===== config.mk =====
export PLATFORM = sky130hd
export DESIGN_NAME = rational_arithmetic_unit
export DESIGN_NICKNAME = d
export VERILOG_FILES = /design/src/hw/rtl/rau_pkg.sv /design/src/hw/rtl/rational_arithmetic_unit.sv /design/src/hw/rtl/rau_div.sv
export SDC_FILE = /design/constraint.sdc
export NUM_CORES = 2
export LEC_CHECK = 0
export BUFFER_PORTS_ARGS = -buffer_cell sky130_fd_sc_hd__buf_2
export CAP_MARGIN = 0
export CORE_MARGIN = 1
export CORE_UTILIZATION = 40
export CTS_CLUSTER_DIAMETER = 150
export DETAILED_ROUTE_END_ITERATION = 16
export SLEW_MARGIN = 0
export SYNTH_ARGS = -nofsm -noshare
export SYNTH_HDL_FRONTEND = slang
export SYNTH_HIERARCHICAL = 1
export SYNTH_SLANG_ARGS = --single-unit

===== constraint.sdc =====
create_clock -name clk -period 16.5 [get_ports clk]
set_input_delay 3.3 -clock clk [delete_from_list [all_inputs] [get_ports clk]]
set_output_delay 3.3 -clock clk [all_outputs]
set_load 0.005 [all_outputs]

===== src/hw/rtl/rau_pkg.sv =====
// Package for the rational arithmetic unit: widths and operation codes.
// No dependencies.
package rau_pkg;
	localparam int OpW  = 16;
	localparam int NumW = 48;
	localparam int DenW = 31;
	localparam int MagW = 2 * OpW;
	localparam int DivW = MagW + 1;

	typedef enum logic [1:0] {
		OP_ADD = 2'd0,
		OP_SUB = 2'd1,
		OP_MUL = 2'd2,
		OP_DIV = 2'd3
	} op_t;
endpackage


===== src/hw/rtl/rational_arithmetic_unit.sv =====
// Rational arithmetic unit top level: sequencer, one multiplier, shared divider.
// Depends on rau_pkg and rau_div.
//
// s_axis carries one operand transfer: op in tuser, a and b fractions in tdata.
// m_axis returns one transfer per operand: signed numerator, positive denominator,
// error flag in tuser. s_axis_tready is high only while the sequencer is idle and
// no result is waiting, so items run strictly one at a time.
// Every gcd step and every exact quotient uses the 33-bit restoring divider. Add/sub
// runs Euclid on the denominators, then on the result when sums are reduced;
// multiply/divide runs it on the product. Fewer than 25 Euclid steps are needed on
// the denominators and fewer than 48 on a sum or product.
// Zero denominators and division by zero give 0/1 with the error flag in the cycle
// after the transfer. The next item is accepted from the cycle after the result
// transfer. Multiplies use one 16x16 magnitude multiplier.
// Reset clears the sequencer and the result slot; reduce_sums resets to 0.
// A stalled receiver holds the result on m_axis; nothing new is accepted until
// it has been taken.
module rational_arithmetic_unit
	import rau_pkg::*;
(
	input  logic         clk,
	input  logic         arst_n,
	input  logic         cfg_we,
	input  logic         cfg_wdata,
	input  logic         s_axis_tvalid,
	output logic         s_axis_tready,
	// tdata: a_num[15:0], a_den[31:16], b_num[47:32], b_den[63:48]
	input  logic [63:0]  s_axis_tdata,
	// tuser: req_type[1:0]
	input  logic [1:0]   s_axis_tuser,
	output logic         m_axis_tvalid,
	input  logic         m_axis_tready,
	// tdata: result_num[47:0], result_den[78:48], zero fill [79]
	output logic [79:0]  m_axis_tdata,
	// tuser: error_flag
	output logic         m_axis_tuser
);
	typedef enum logic [15:0] {
		S_IDLE = 16'h0001,
		S_GCD  = 16'h0002,
		S_GCDW = 16'h0004,
		S_QA   = 16'h0008,
		S_QAW  = 16'h0010,
		S_QB   = 16'h0020,
		S_QBW  = 16'h0040,
		S_T2   = 16'h0080,
		S_SUM  = 16'h0100,
		S_MUL  = 16'h0200,
		S_MUL2 = 16'h0400,
		S_DN   = 16'h0800,
		S_DNW  = 16'h1000,
		S_DD   = 16'h2000,
		S_DDW  = 16'h4000,
		S_OUT  = 16'h8000
	} st_t;

	st_t             st_q;
	op_t             op_q;
	logic            red_q, red_phase_q;
	logic            sa_q, sb_q, neg_q;
	logic [OpW-1:0]  an_q, ad_q, bn_q, bd_q, qa_q;
	logic [DivW-1:0] x_q, y_q, mag_q, den_q, l_q, g_q;
	logic            dstart;
	logic [DivW-1:0] ddd, dsr, quot, rem;
	logic            ddone;
	logic [MagW-1:0] prod;
	logic [OpW-1:0]  ma, mb;
	logic [OpW-1:0]  in_an, in_ad, in_bn, in_bd;
	logic            accept, in_err;
	logic [DivW-1:0] sum_mag;
	logic            sum_neg;
	logic            out_v_q;
	logic [NumW-1:0] rnum_q;
	logic [DenW-1:0] rden_q;
	logic            rerr_q;

	function automatic logic [OpW-1:0] absv(input logic [OpW-1:0] v);
		return v[OpW-1] ? (~v + 1'b1) : v;
	endfunction

	// operand fields, low OpW bits of each 16-bit slot
	assign in_an = s_axis_tdata[0 +: OpW];
	assign in_ad = s_axis_tdata[16 +: OpW];
	assign in_bn = s_axis_tdata[32 +: OpW];
	assign in_bd = s_axis_tdata[48 +: OpW];

	assign accept = s_axis_tvalid && s_axis_tready;
	assign in_err = (in_ad == '0) || (in_bd == '0) ||
	                (s_axis_tuser == OP_DIV && in_bn == '0);

	assign prod = MagW'(ma) * MagW'(mb);

	rau_div u_div (
		.clk(clk), .arst_n(arst_n), .start(dstart), .dividend(ddd), .divisor(dsr),
		.done(ddone), .quot(quot), .rem(rem)
	);

	assign s_axis_tready = (st_q == S_IDLE) && !out_v_q;
	assign m_axis_tvalid = out_v_q;
	assign m_axis_tdata  = {1'b0, rden_q, rnum_q};
	assign m_axis_tuser  = rerr_q;

	always_ff @(posedge clk or negedge arst_n) begin
		if (!arst_n) red_q <= 1'b0;
		else if (cfg_we) red_q <= cfg_wdata;
	end

	// multiplier operand select
	always_comb begin
		ma = an_q;
		mb = bn_q;
		unique case (st_q)
			S_QAW:   begin ma = quot[OpW-1:0]; mb = bd_q; end
			S_QBW:   begin ma = an_q; mb = quot[OpW-1:0]; end
			S_T2:    begin ma = bn_q; mb = qa_q; end
			S_MUL:   begin ma = an_q; mb = (op_q == OP_DIV) ? bd_q : bn_q; end
			S_MUL2:  begin ma = ad_q; mb = (op_q == OP_DIV) ? bn_q : bd_q; end
			default: ;
		endcase
	end

	// divider start and operands; g_q is the divisor outside the Euclid loop
	always_comb begin
		dstart = 1'b0;
		ddd    = mag_q;
		dsr    = g_q;
		unique case (st_q)
			S_GCD:   begin dstart = (y_q != '0); ddd = x_q; dsr = y_q; end
			S_QA:    begin dstart = 1'b1; ddd = DivW'(ad_q); end
			S_QB:    begin dstart = 1'b1; ddd = DivW'(bd_q); end
			S_DN:    dstart = 1'b1;
			S_DD:    begin dstart = 1'b1; ddd = den_q; end
			default: ;
		endcase
	end

	// signed sum of the two scaled numerators (t1 in mag_q, t2 in den_q)
	always_comb begin
		priority if (sa_q == sb_q) begin
			sum_mag = mag_q + den_q; sum_neg = sa_q;
		end else if (mag_q >= den_q) begin
			sum_mag = mag_q - den_q; sum_neg = sa_q;
		end else begin
			sum_mag = den_q - mag_q; sum_neg = sb_q;
		end
	end

	// sequencer
	always_ff @(posedge clk or negedge arst_n) begin
		if (!arst_n) begin
			st_q <= S_IDLE;
		end else begin
			unique case (st_q)
				S_IDLE: if (accept && !in_err)
					st_q <= (s_axis_tuser == OP_MUL || s_axis_tuser == OP_DIV) ? S_MUL : S_GCD;
				S_GCD:  begin
					if (y_q == '0) st_q <= red_phase_q ? S_DN : S_QA;
					else st_q <= S_GCDW;
				end
				S_GCDW: if (ddone) st_q <= S_GCD;
				S_QA:   st_q <= S_QAW;
				S_QAW:  if (ddone) st_q <= S_QB;
				S_QB:   st_q <= S_QBW;
				S_QBW:  if (ddone) st_q <= S_T2;
				S_T2:   st_q <= S_SUM;
				S_SUM:  st_q <= red_q ? S_GCD : S_OUT;
				S_MUL:  st_q <= S_MUL2;
				S_MUL2: st_q <= S_GCD;
				S_DN:   st_q <= S_DNW;
				S_DNW:  if (ddone) st_q <= S_DD;
				S_DD:   st_q <= S_DDW;
				S_DDW:  if (ddone) st_q <= S_OUT;
				S_OUT:  st_q <= S_IDLE;
				default: st_q <= S_IDLE;
			endcase
		end
	end

	// result slot: loaded at S_OUT or by an error transfer, freed by m_axis
	always_ff @(posedge clk or negedge arst_n) begin
		if (!arst_n) begin
			out_v_q <= 1'b0;
			rnum_q  <= '0;
			rden_q  <= DenW'(1);
			rerr_q  <= 1'b0;
		end else if (st_q == S_OUT) begin
			out_v_q <= 1'b1;
			rnum_q  <= neg_q ? (NumW'(0) - NumW'(mag_q)) : NumW'(mag_q);
			rden_q  <= DenW'(den_q);
			rerr_q  <= 1'b0;
		end else if (accept && in_err) begin
			out_v_q <= 1'b1;
			rnum_q  <= '0;
			rden_q  <= DenW'(1);
			rerr_q  <= 1'b1;
		end else if (m_axis_tvalid && m_axis_tready) begin
			out_v_q <= 1'b0;
		end
	end

	// datapath
	always_ff @(posedge clk) begin
		unique case (st_q)
			S_IDLE: if (accept) begin
				op_q <= op_t'(s_axis_tuser);
				an_q <= absv(in_an);
				ad_q <= absv(in_ad);
				bn_q <= absv(in_bn);
				bd_q <= absv(in_bd);
				sa_q <= in_an[OpW-1] ^ in_ad[OpW-1];
				sb_q <= in_bn[OpW-1] ^ in_bd[OpW-1] ^ (s_axis_tuser == OP_SUB);
				x_q  <= DivW'(absv(in_ad));
				y_q  <= DivW'(absv(in_bd));
				red_phase_q <= 1'b0;
			end
			S_GCD:  if (y_q == '0) g_q <= x_q;
			S_GCDW: if (ddone) begin
				x_q <= y_q;
				y_q <= rem;
			end
			// lcm = (ad / g) * bd; ad / g also scales b
			S_QAW:  if (ddone) begin
				qa_q <= quot[OpW-1:0];
				l_q  <= DivW'(prod);
			end
			S_QBW:  if (ddone) mag_q <= DivW'(prod);
			S_T2:   den_q <= DivW'(prod);
			S_SUM:  begin
				mag_q <= sum_mag;
				neg_q <= sum_neg;
				den_q <= l_q;
				x_q   <= sum_mag;
				y_q   <= l_q;
				red_phase_q <= 1'b1;
			end
			S_MUL:  begin
				mag_q <= DivW'(prod);
				neg_q <= sa_q ^ sb_q;
			end
			S_MUL2: begin
				den_q <= DivW'(prod);
				x_q   <= mag_q;
				y_q   <= DivW'(prod);
				red_phase_q <= 1'b1;
			end
			S_DNW:  if (ddone) mag_q <= quot;
			S_DDW:  if (ddone) den_q <= quot;
			default: ;
		endcase
	end

	a_hold: assert property (@(posedge clk) disable iff (!arst_n)
		m_axis_tvalid && !m_axis_tready |=>
			m_axis_tvalid && $stable(m_axis_tdata) && $stable(m_axis_tuser));
	a_one_item: assert property (@(posedge clk) disable iff (!arst_n)
		s_axis_tready |-> !m_axis_tvalid);
	a_den_pos: assert property (@(posedge clk) disable iff (!arst_n)
		m_axis_tvalid |-> m_axis_tdata[78:48] != '0);
	a_err_val: assert property (@(posedge clk) disable iff (!arst_n)
		m_axis_tvalid && m_axis_tuser |->
			m_axis_tdata[47:0] == '0 && m_axis_tdata[78:48] == DenW'(1));
	a_state: assert property (@(posedge clk) disable iff (!arst_n) $onehot(st_q));
endmodule


===== src/hw/rtl/rau_div.sv =====
// Shared restoring divider: quotient and remainder, one bit per cycle.
// Depends on rau_pkg.
module rau_div
	import rau_pkg::*;
(
	input  logic            clk,
	input  logic            arst_n,
	input  logic            start,
	input  logic [DivW-1:0] dividend,
	input  logic [DivW-1:0] divisor,
	output logic            done,
	output logic [DivW-1:0] quot,
	output logic [DivW-1:0] rem
);
	localparam int CntW = $clog2(DivW + 1);
	logic [CntW-1:0] cnt_q;
	logic            busy_q;
	logic [DivW-1:0] q_q, r_q, d_q;
	logic [DivW:0]   trial;

	assign trial = {r_q, q_q[DivW-1]} - {1'b0, d_q};

	always_ff @(posedge clk or negedge arst_n) begin
		if (!arst_n) begin
			busy_q <= 1'b0;
			done   <= 1'b0;
			cnt_q  <= '0;
		end else begin
			done <= 1'b0;
			if (start) begin
				busy_q <= 1'b1;
				cnt_q  <= CntW'(DivW);
			end else if (busy_q) begin
				cnt_q <= cnt_q - 1'b1;
				if (cnt_q == CntW'(1)) begin
					busy_q <= 1'b0;
					done   <= 1'b1;
				end
			end
		end
	end

	always_ff @(posedge clk) begin
		if (start) begin
			q_q <= dividend;
			r_q <= '0;
			d_q <= divisor;
		end else if (busy_q) begin
			if (!trial[DivW]) begin
				r_q <= trial[DivW-1:0];
				q_q <= {q_q[DivW-2:0], 1'b1};
			end else begin
				r_q <= {r_q[DivW-2:0], q_q[DivW-1]};
				q_q <= {q_q[DivW-2:0], 1'b0};
			end
		end
	end

	assign quot = q_q;
	assign rem  = r_q;
endmodule


* Word-level counts from Yosys, hierarchy flattened *
Cells that the tools add are included.

word-level totals
  register bits = 488
  bits in latches = 0
  bits in writable memories = 0
  ROM bits = 0
  bits of input ports = 72
  memories kept = 0

operators by class
  add/subtract/negate cells = 10
  multipliers = 1
  div/mod/pow operators = 0
  magnitude comparators = 1
  equal/unequal tests = 29
  shift operators = 0
  multiplexer cells = 61
  bitwise operators = 8
  reductions and logical operators = 35

operators by type and width
  kind                                                                     number
  33-bit case mux with 4 select lines                                      4
  33-bit two-way mux                                                       12
  16-bit case mux with 15 select lines                                     1
  16-bit two-way mux                                                       11
  48-bit two-way mux                                                       3
  33-bit case mux with 3 select lines                                      1
  16-bit case mux with 5 select lines                                      1
  33-bit subtractor                                                        2
  16-bit by 1-bit adder with 16-bit output, second input constant          4
  16-bit NOT                                                               4
  31-bit two-way mux                                                       2
  16-bit logical NOT                                                       3
  16-bit case mux with 3 select lines                                      1
  1-bit by 33-bit subtractor with 34-bit output, first input constant      1
  34-bit by 33-bit subtractor with 34-bit output                           1
  33-bit adder                                                             1
  33-bit >= comparator                                                     1
  33-bit logical NOT                                                       1
  33-bit nonzero test                                                      1
  16-bit by 16-bit multiplier with 32-bit output                           1
  15-bit two-way mux                                                       2
  12-bit two-way mux                                                       2
  16-bit by 1-bit equality test with 1-bit output, second input constant   1
  16-bit by 10-bit equality test with 1-bit output, second input constant  1
  37 further kinds                                                         83

* Logic depth before layout (Yosys ltp) *
  word-level depth = 7
  depth in mapped cells = 35
  depth with buffers taken out = 32

* Cells and area by module *
Netlist, hierarchy kept.

by module, submodules not included
  module                    times used  cells an instance  area each (um^2)  seq. area each (um^2)
  rational_arithmetic_unit  1           3538               32054.5           10602.7
  rau_div                   1           627                6274.8            2842.7

* Worst setup path before layout *
Ideal clock, no wire load.

  path type = register to register
  start point = register st_q[15]
  end point = register mag_q[27], data pin
  setup time = 261 ps
  arrival time = 8576 ps
  required time = 16239 ps
  setup slack = 7664 ps
  stages on the path, launching flop included = 33
  cell sequence = dfrtp_1 -> nor4_2 -> nand4_1 -> nor4bb_1 -> clkbuf_1 -> or2_2 -> clkbuf_1 -> clkbuf_1 -> nand2_1 -> o21ai_0 -> nand2_1 -> o21ai_1 -> clkbuf_1 -> nor2_1 -> fa_1 -> fa_1 -> fa_1 -> fa_1 -> fa_1 -> inv_1 -> fa_1 -> inv_1 -> ha_1 -> a21o_1 -> a2111oi_0 -> a21oi_1 -> o41a_1 -> a21oi_1 -> o21ai_0 -> a21oi_1 -> xor2_1 -> inv_1 -> a221o_1

between the ends
  word-level cells in the longest chain between the ends = 5
  elaborated cells on any way between the ends = 12
  those cells by class = 1 x mul; 7 x eq/ne; 4 x mux

ends and longest elaborated chain
  item                                                                                        line                             RTL
  start: declaration                                                                          rational_arithmetic_unit.sv:57   st_t st_q;
  start signal: assignment                                                                    rational_arithmetic_unit.sv:155  st_q <= (s_axis_tuser == OP_MUL || s_axis_tuser == OP_DIV) ? S_MUL : S_GCD;
  start signal: assignment                                                                    rational_arithmetic_unit.sv:157  if (y_q == '0) st_q <= red_phase_q ? S_DN : S_QA;
  start signal: assignment                                                                    rational_arithmetic_unit.sv:166  S_SUM: st_q <= red_q ? S_GCD : S_OUT;
  16-bit by 11-bit equality test with 1-bit output, or another cell as far along              rational_arithmetic_unit.sv:112  unique case (st_q)
  16-bit case mux with 5 select lines or 16-bit case mux with 3 select lines (tied branches)  rational_arithmetic_unit.sv:112
  16-bit by 16-bit multiplier with 32-bit output (*)                                          rational_arithmetic_unit.sv:91   assign prod = MagW'(ma) * MagW'(mb);
  net prod[27]                                                                                rational_arithmetic_unit.sv:66   logic [MagW-1:0] prod;
  33-bit two-way mux                                                                          rational_arithmetic_unit.sv:226  S_QBW: if (ddone) mag_q <= DivW'(prod);
  33-bit case mux with 4 select lines (*)                                                     rational_arithmetic_unit.sv:203  unique case (st_q)
  end signal: assignment                                                                      rational_arithmetic_unit.sv:226
  end signal: assignment                                                                      rational_arithmetic_unit.sv:229  mag_q <= sum_mag;
  end signal: assignment                                                                      rational_arithmetic_unit.sv:237  mag_q <= DivW'(prod);
  end: declaration                                                                            rational_arithmetic_unit.sv:62   logic [DivW-1:0] x_q, y_q, mag_q, den_q, l_q, g_q;

Mark *: on every way through the listed nets, which the timed path passes. The rest lies on a longest branch. The select of a mux whose other input is x is not followed.
A chain may end at the register's enable or synchronous reset.

* Final worst setup path *
Ends and elaborated chain as after synthesis.

==> results.md <==
* Final WL at 144.3 mm
* Number of distinct library cells after synthesis at 100
* DRC viols at 0
* Clock Pin Slew Worst Setup and Hold Paths at approximately 0.06 ns
* Routed via count at ~33k
* Yosys top cell area share at a little over a quarter
* Hold_sp: x_q[2]
* Post-route ant nets at 0
* Worst EP arrival at roughly 11 ns
* CTS max path bufs at 3
* Initial Utilization at 40.34%
* CP max-delay cell: nand4bb_2
* Post-CTS Hold Fix Bufs at 0
* Crit path time final at 10.94 ns
* Async SR Flop Fraction at between 10% and 20%
* Router iterations before antenna repair at 7
* CP Capture Type: flip-flop
* WS Path Type: flip-flop to flip-flop
* Syn Inst Count at around 4.2k
* Total GRT Usage at roughly 29%
* FF+latch area at roughly 13,000 sq um
* Sequential share of the synthesized area at between 30% and 40%
* RR Startpoint: st_q[15]
* Total of max-cap violations at 0
* Global-route wire length before repair at 213.2 mm
* Drt initial violations at 3,873
* DP HPWL at around 110 mm
* Net Count, Synth at 4,676
* Layout Nets at between 4k and 5k
* Antenna cells at 0
* Share of layout cells above drive strength 1 at between 9 and 10%
* Status: completed
* Routability cong. at just under 1
* CTS tree: done
* Dominant cells by area after synthesis: edfxtp_1 27%, fa_1 10%, ha_1 7.9%
* Number of fill cells at approximately 9.4k
* Multi-input logic area at 22,490 sq um
* Antenna violations before repair at 2
* Hold violation count in the final report at 0
* Ports at approximately 160
* EDFF count, synth at around 350
* Slew @ Worst Pin at around 1.2 ns
* Most frequent cells in the layout: 518 x nand2_1, 408 x inv_1, 349 x edfxtp_1
* Die Ht at slightly above 300 microns
* Most common cell after layout, fill and taps aside: nand2_1
* Mapped Area at 38,330 sq um
* Slew headroom at a little under a fifth
* FF+latch count, synth at ~470
* Fin. max-slew vios at 0
* CP Launch Point: st_q[15]
* Area Overhead vs Synth at 9.392%
* CTS H-tree depth at 2
* Peak per-stage delay on the critical path at ~1.1 ns
* Setup bufs post-CTS at 0
* TNS Setup at 0 ns
* Vias per inst at about 6.1
* Yosys warning count at 6
* Worst-path maximum fanout at 26
* Worst hold-check path type: flip-flop to flip-flop
* Post-CTS sizing at 0
* Die ar. at 97,070 sq um
* Tcrit/Tclk final at 66.30%
* Buffers on Ports at around 150
* Area leader, netlist: edfxtp_1
* Clk sinks at about 470
* Vias in the first global route at 32.39k
* Core Footprint at around 95,000 sq um
* Worst setup SP type: flip-flop
* Highest clock rate at 91.41 MHz
* Pin count of the biggest net entering global routing at 129
* Num CTS Buffers at 50
* Total gr overflow at 0
* Worst skew pair latency at roughly 0.63 ns
* Clock Skews at ~0.018 ns
* Root buffer cell: clkbuf_16
* Row cnt at around 110
* Die W at about 310 microns
* WP data required at about 17 ns
* Synth Flop Type: edfxtp_1
* Wire per inst at 26.20 microns
* RSZ-0062 raised after global routing: false
* Avg Inst Size Synth at around 9.2 sq um
* Endpoints failing setup at 0
-- through the flow --
stage               instances  hold slack (ns)  area, sq um  utilization [%]  setup slack (ns)
detailed placement       5414           0.4360        40310            42.43             5.650
CTS                      5508           0.4501        41920            44.12             5.623
global placement         5414           0.4348        40310            42.43             5.875
floorplan                4165           0.3955        38330                -             7.664
global route             5508           0.4598        41930            44.13             4.981
finish                   5508           0.4487        41930            44.13             5.561
-- sequential cells by signal, summed over array words and instances (netlist names), 6 cells and up --
register     count
rnum_q          34
den_q           33
g_q             33
mag_q           33
u_div/d_q       33
u_div/quot      33
u_div/rem       33
x_q             33
y_q             33
l_q             32
rden_q          31
ad_q            16
an_q            16
bd_q            16
bn_q            16
qa_q            16
st_q            16
u_div/cnt_q      6
-- critical path: cells and delay by family (launching register included) --
kind            cells  cell delay [ns]
flops               1             0.44
simple gates        5             2.58
compound gates     11             3.10
buf+inv             7             0.70
xor+xnor            1             0.39
fa+ha+maj           7             3.46
-- metal layers --
layer / GRT usage (%) / up-vias / wire length [microns]
met4: 11.62 / 4 / 6238
met5: 0 / - / 26
met3: 5.291 / 327 / 13100
li1: - / 14890 / -
met1: 40.07 / 16420 / 60160
met2: 45.37 / 1714 / 64770
-- cell usage after synthesis, types with 105 or more instances --
cell      instances
fa_1            198
o21ai_0         285
a21oi_1         206
clkbuf_1        171
edfxtp_1        349
a22oi_1         105
xnor2_1         134
nor2_1          318
ha_1            241
nand3_1         127
inv_1           408
nand2_1         520
-- logic make-up (layout without fill, tap and decap cells) --
kind of cell / Yosys count / count (layout) / share of synthesized area [%]
and+or+nand+nor: 1329 / 1329 / 16.14
AOI/OAI and AO/OA: 1060 / 1060 / 18.76
buffers and inverters: 645 / 723 / 6.555
DFF: 474 / 474 / 35.08
adders and majority gates: 439 / 439 / 18.21
xor gates and xnor gates: 166 / 166 / 3.793
muxes: 51 / 51 / 1.456
other: 1 / 1 / 0.009784
-- layout make-up --
cell class,instances,area share [%]
clock buffer,67,3.309
clock inverter,27,0.5252
inverter,410,3.670
multi-input combinational,3046,53.64
sequential,474,32.07
tap,1265,3.775
timing repair buffer,219,3.014
-- worst paths after layout --
kind | endpoint | slack (ns) | cells past startpoint
min in group asynchronous | rden_q[2] | 2.62 | 1
max in group asynchronous | u_div/cnt_q[5] | 12.68 | 2
max reg2reg | mag_q[27] | 5.56 | 31
min | g_q[2] | 0.45 | 0
min reg2reg | g_q[2] | 0.45 | 0
max | mag_q[27] | 5.56 | 31
Power is left out: the tool's default activity adds up to more than one toggle a clock period on the data nets, which glitch-free logic cannot reach.
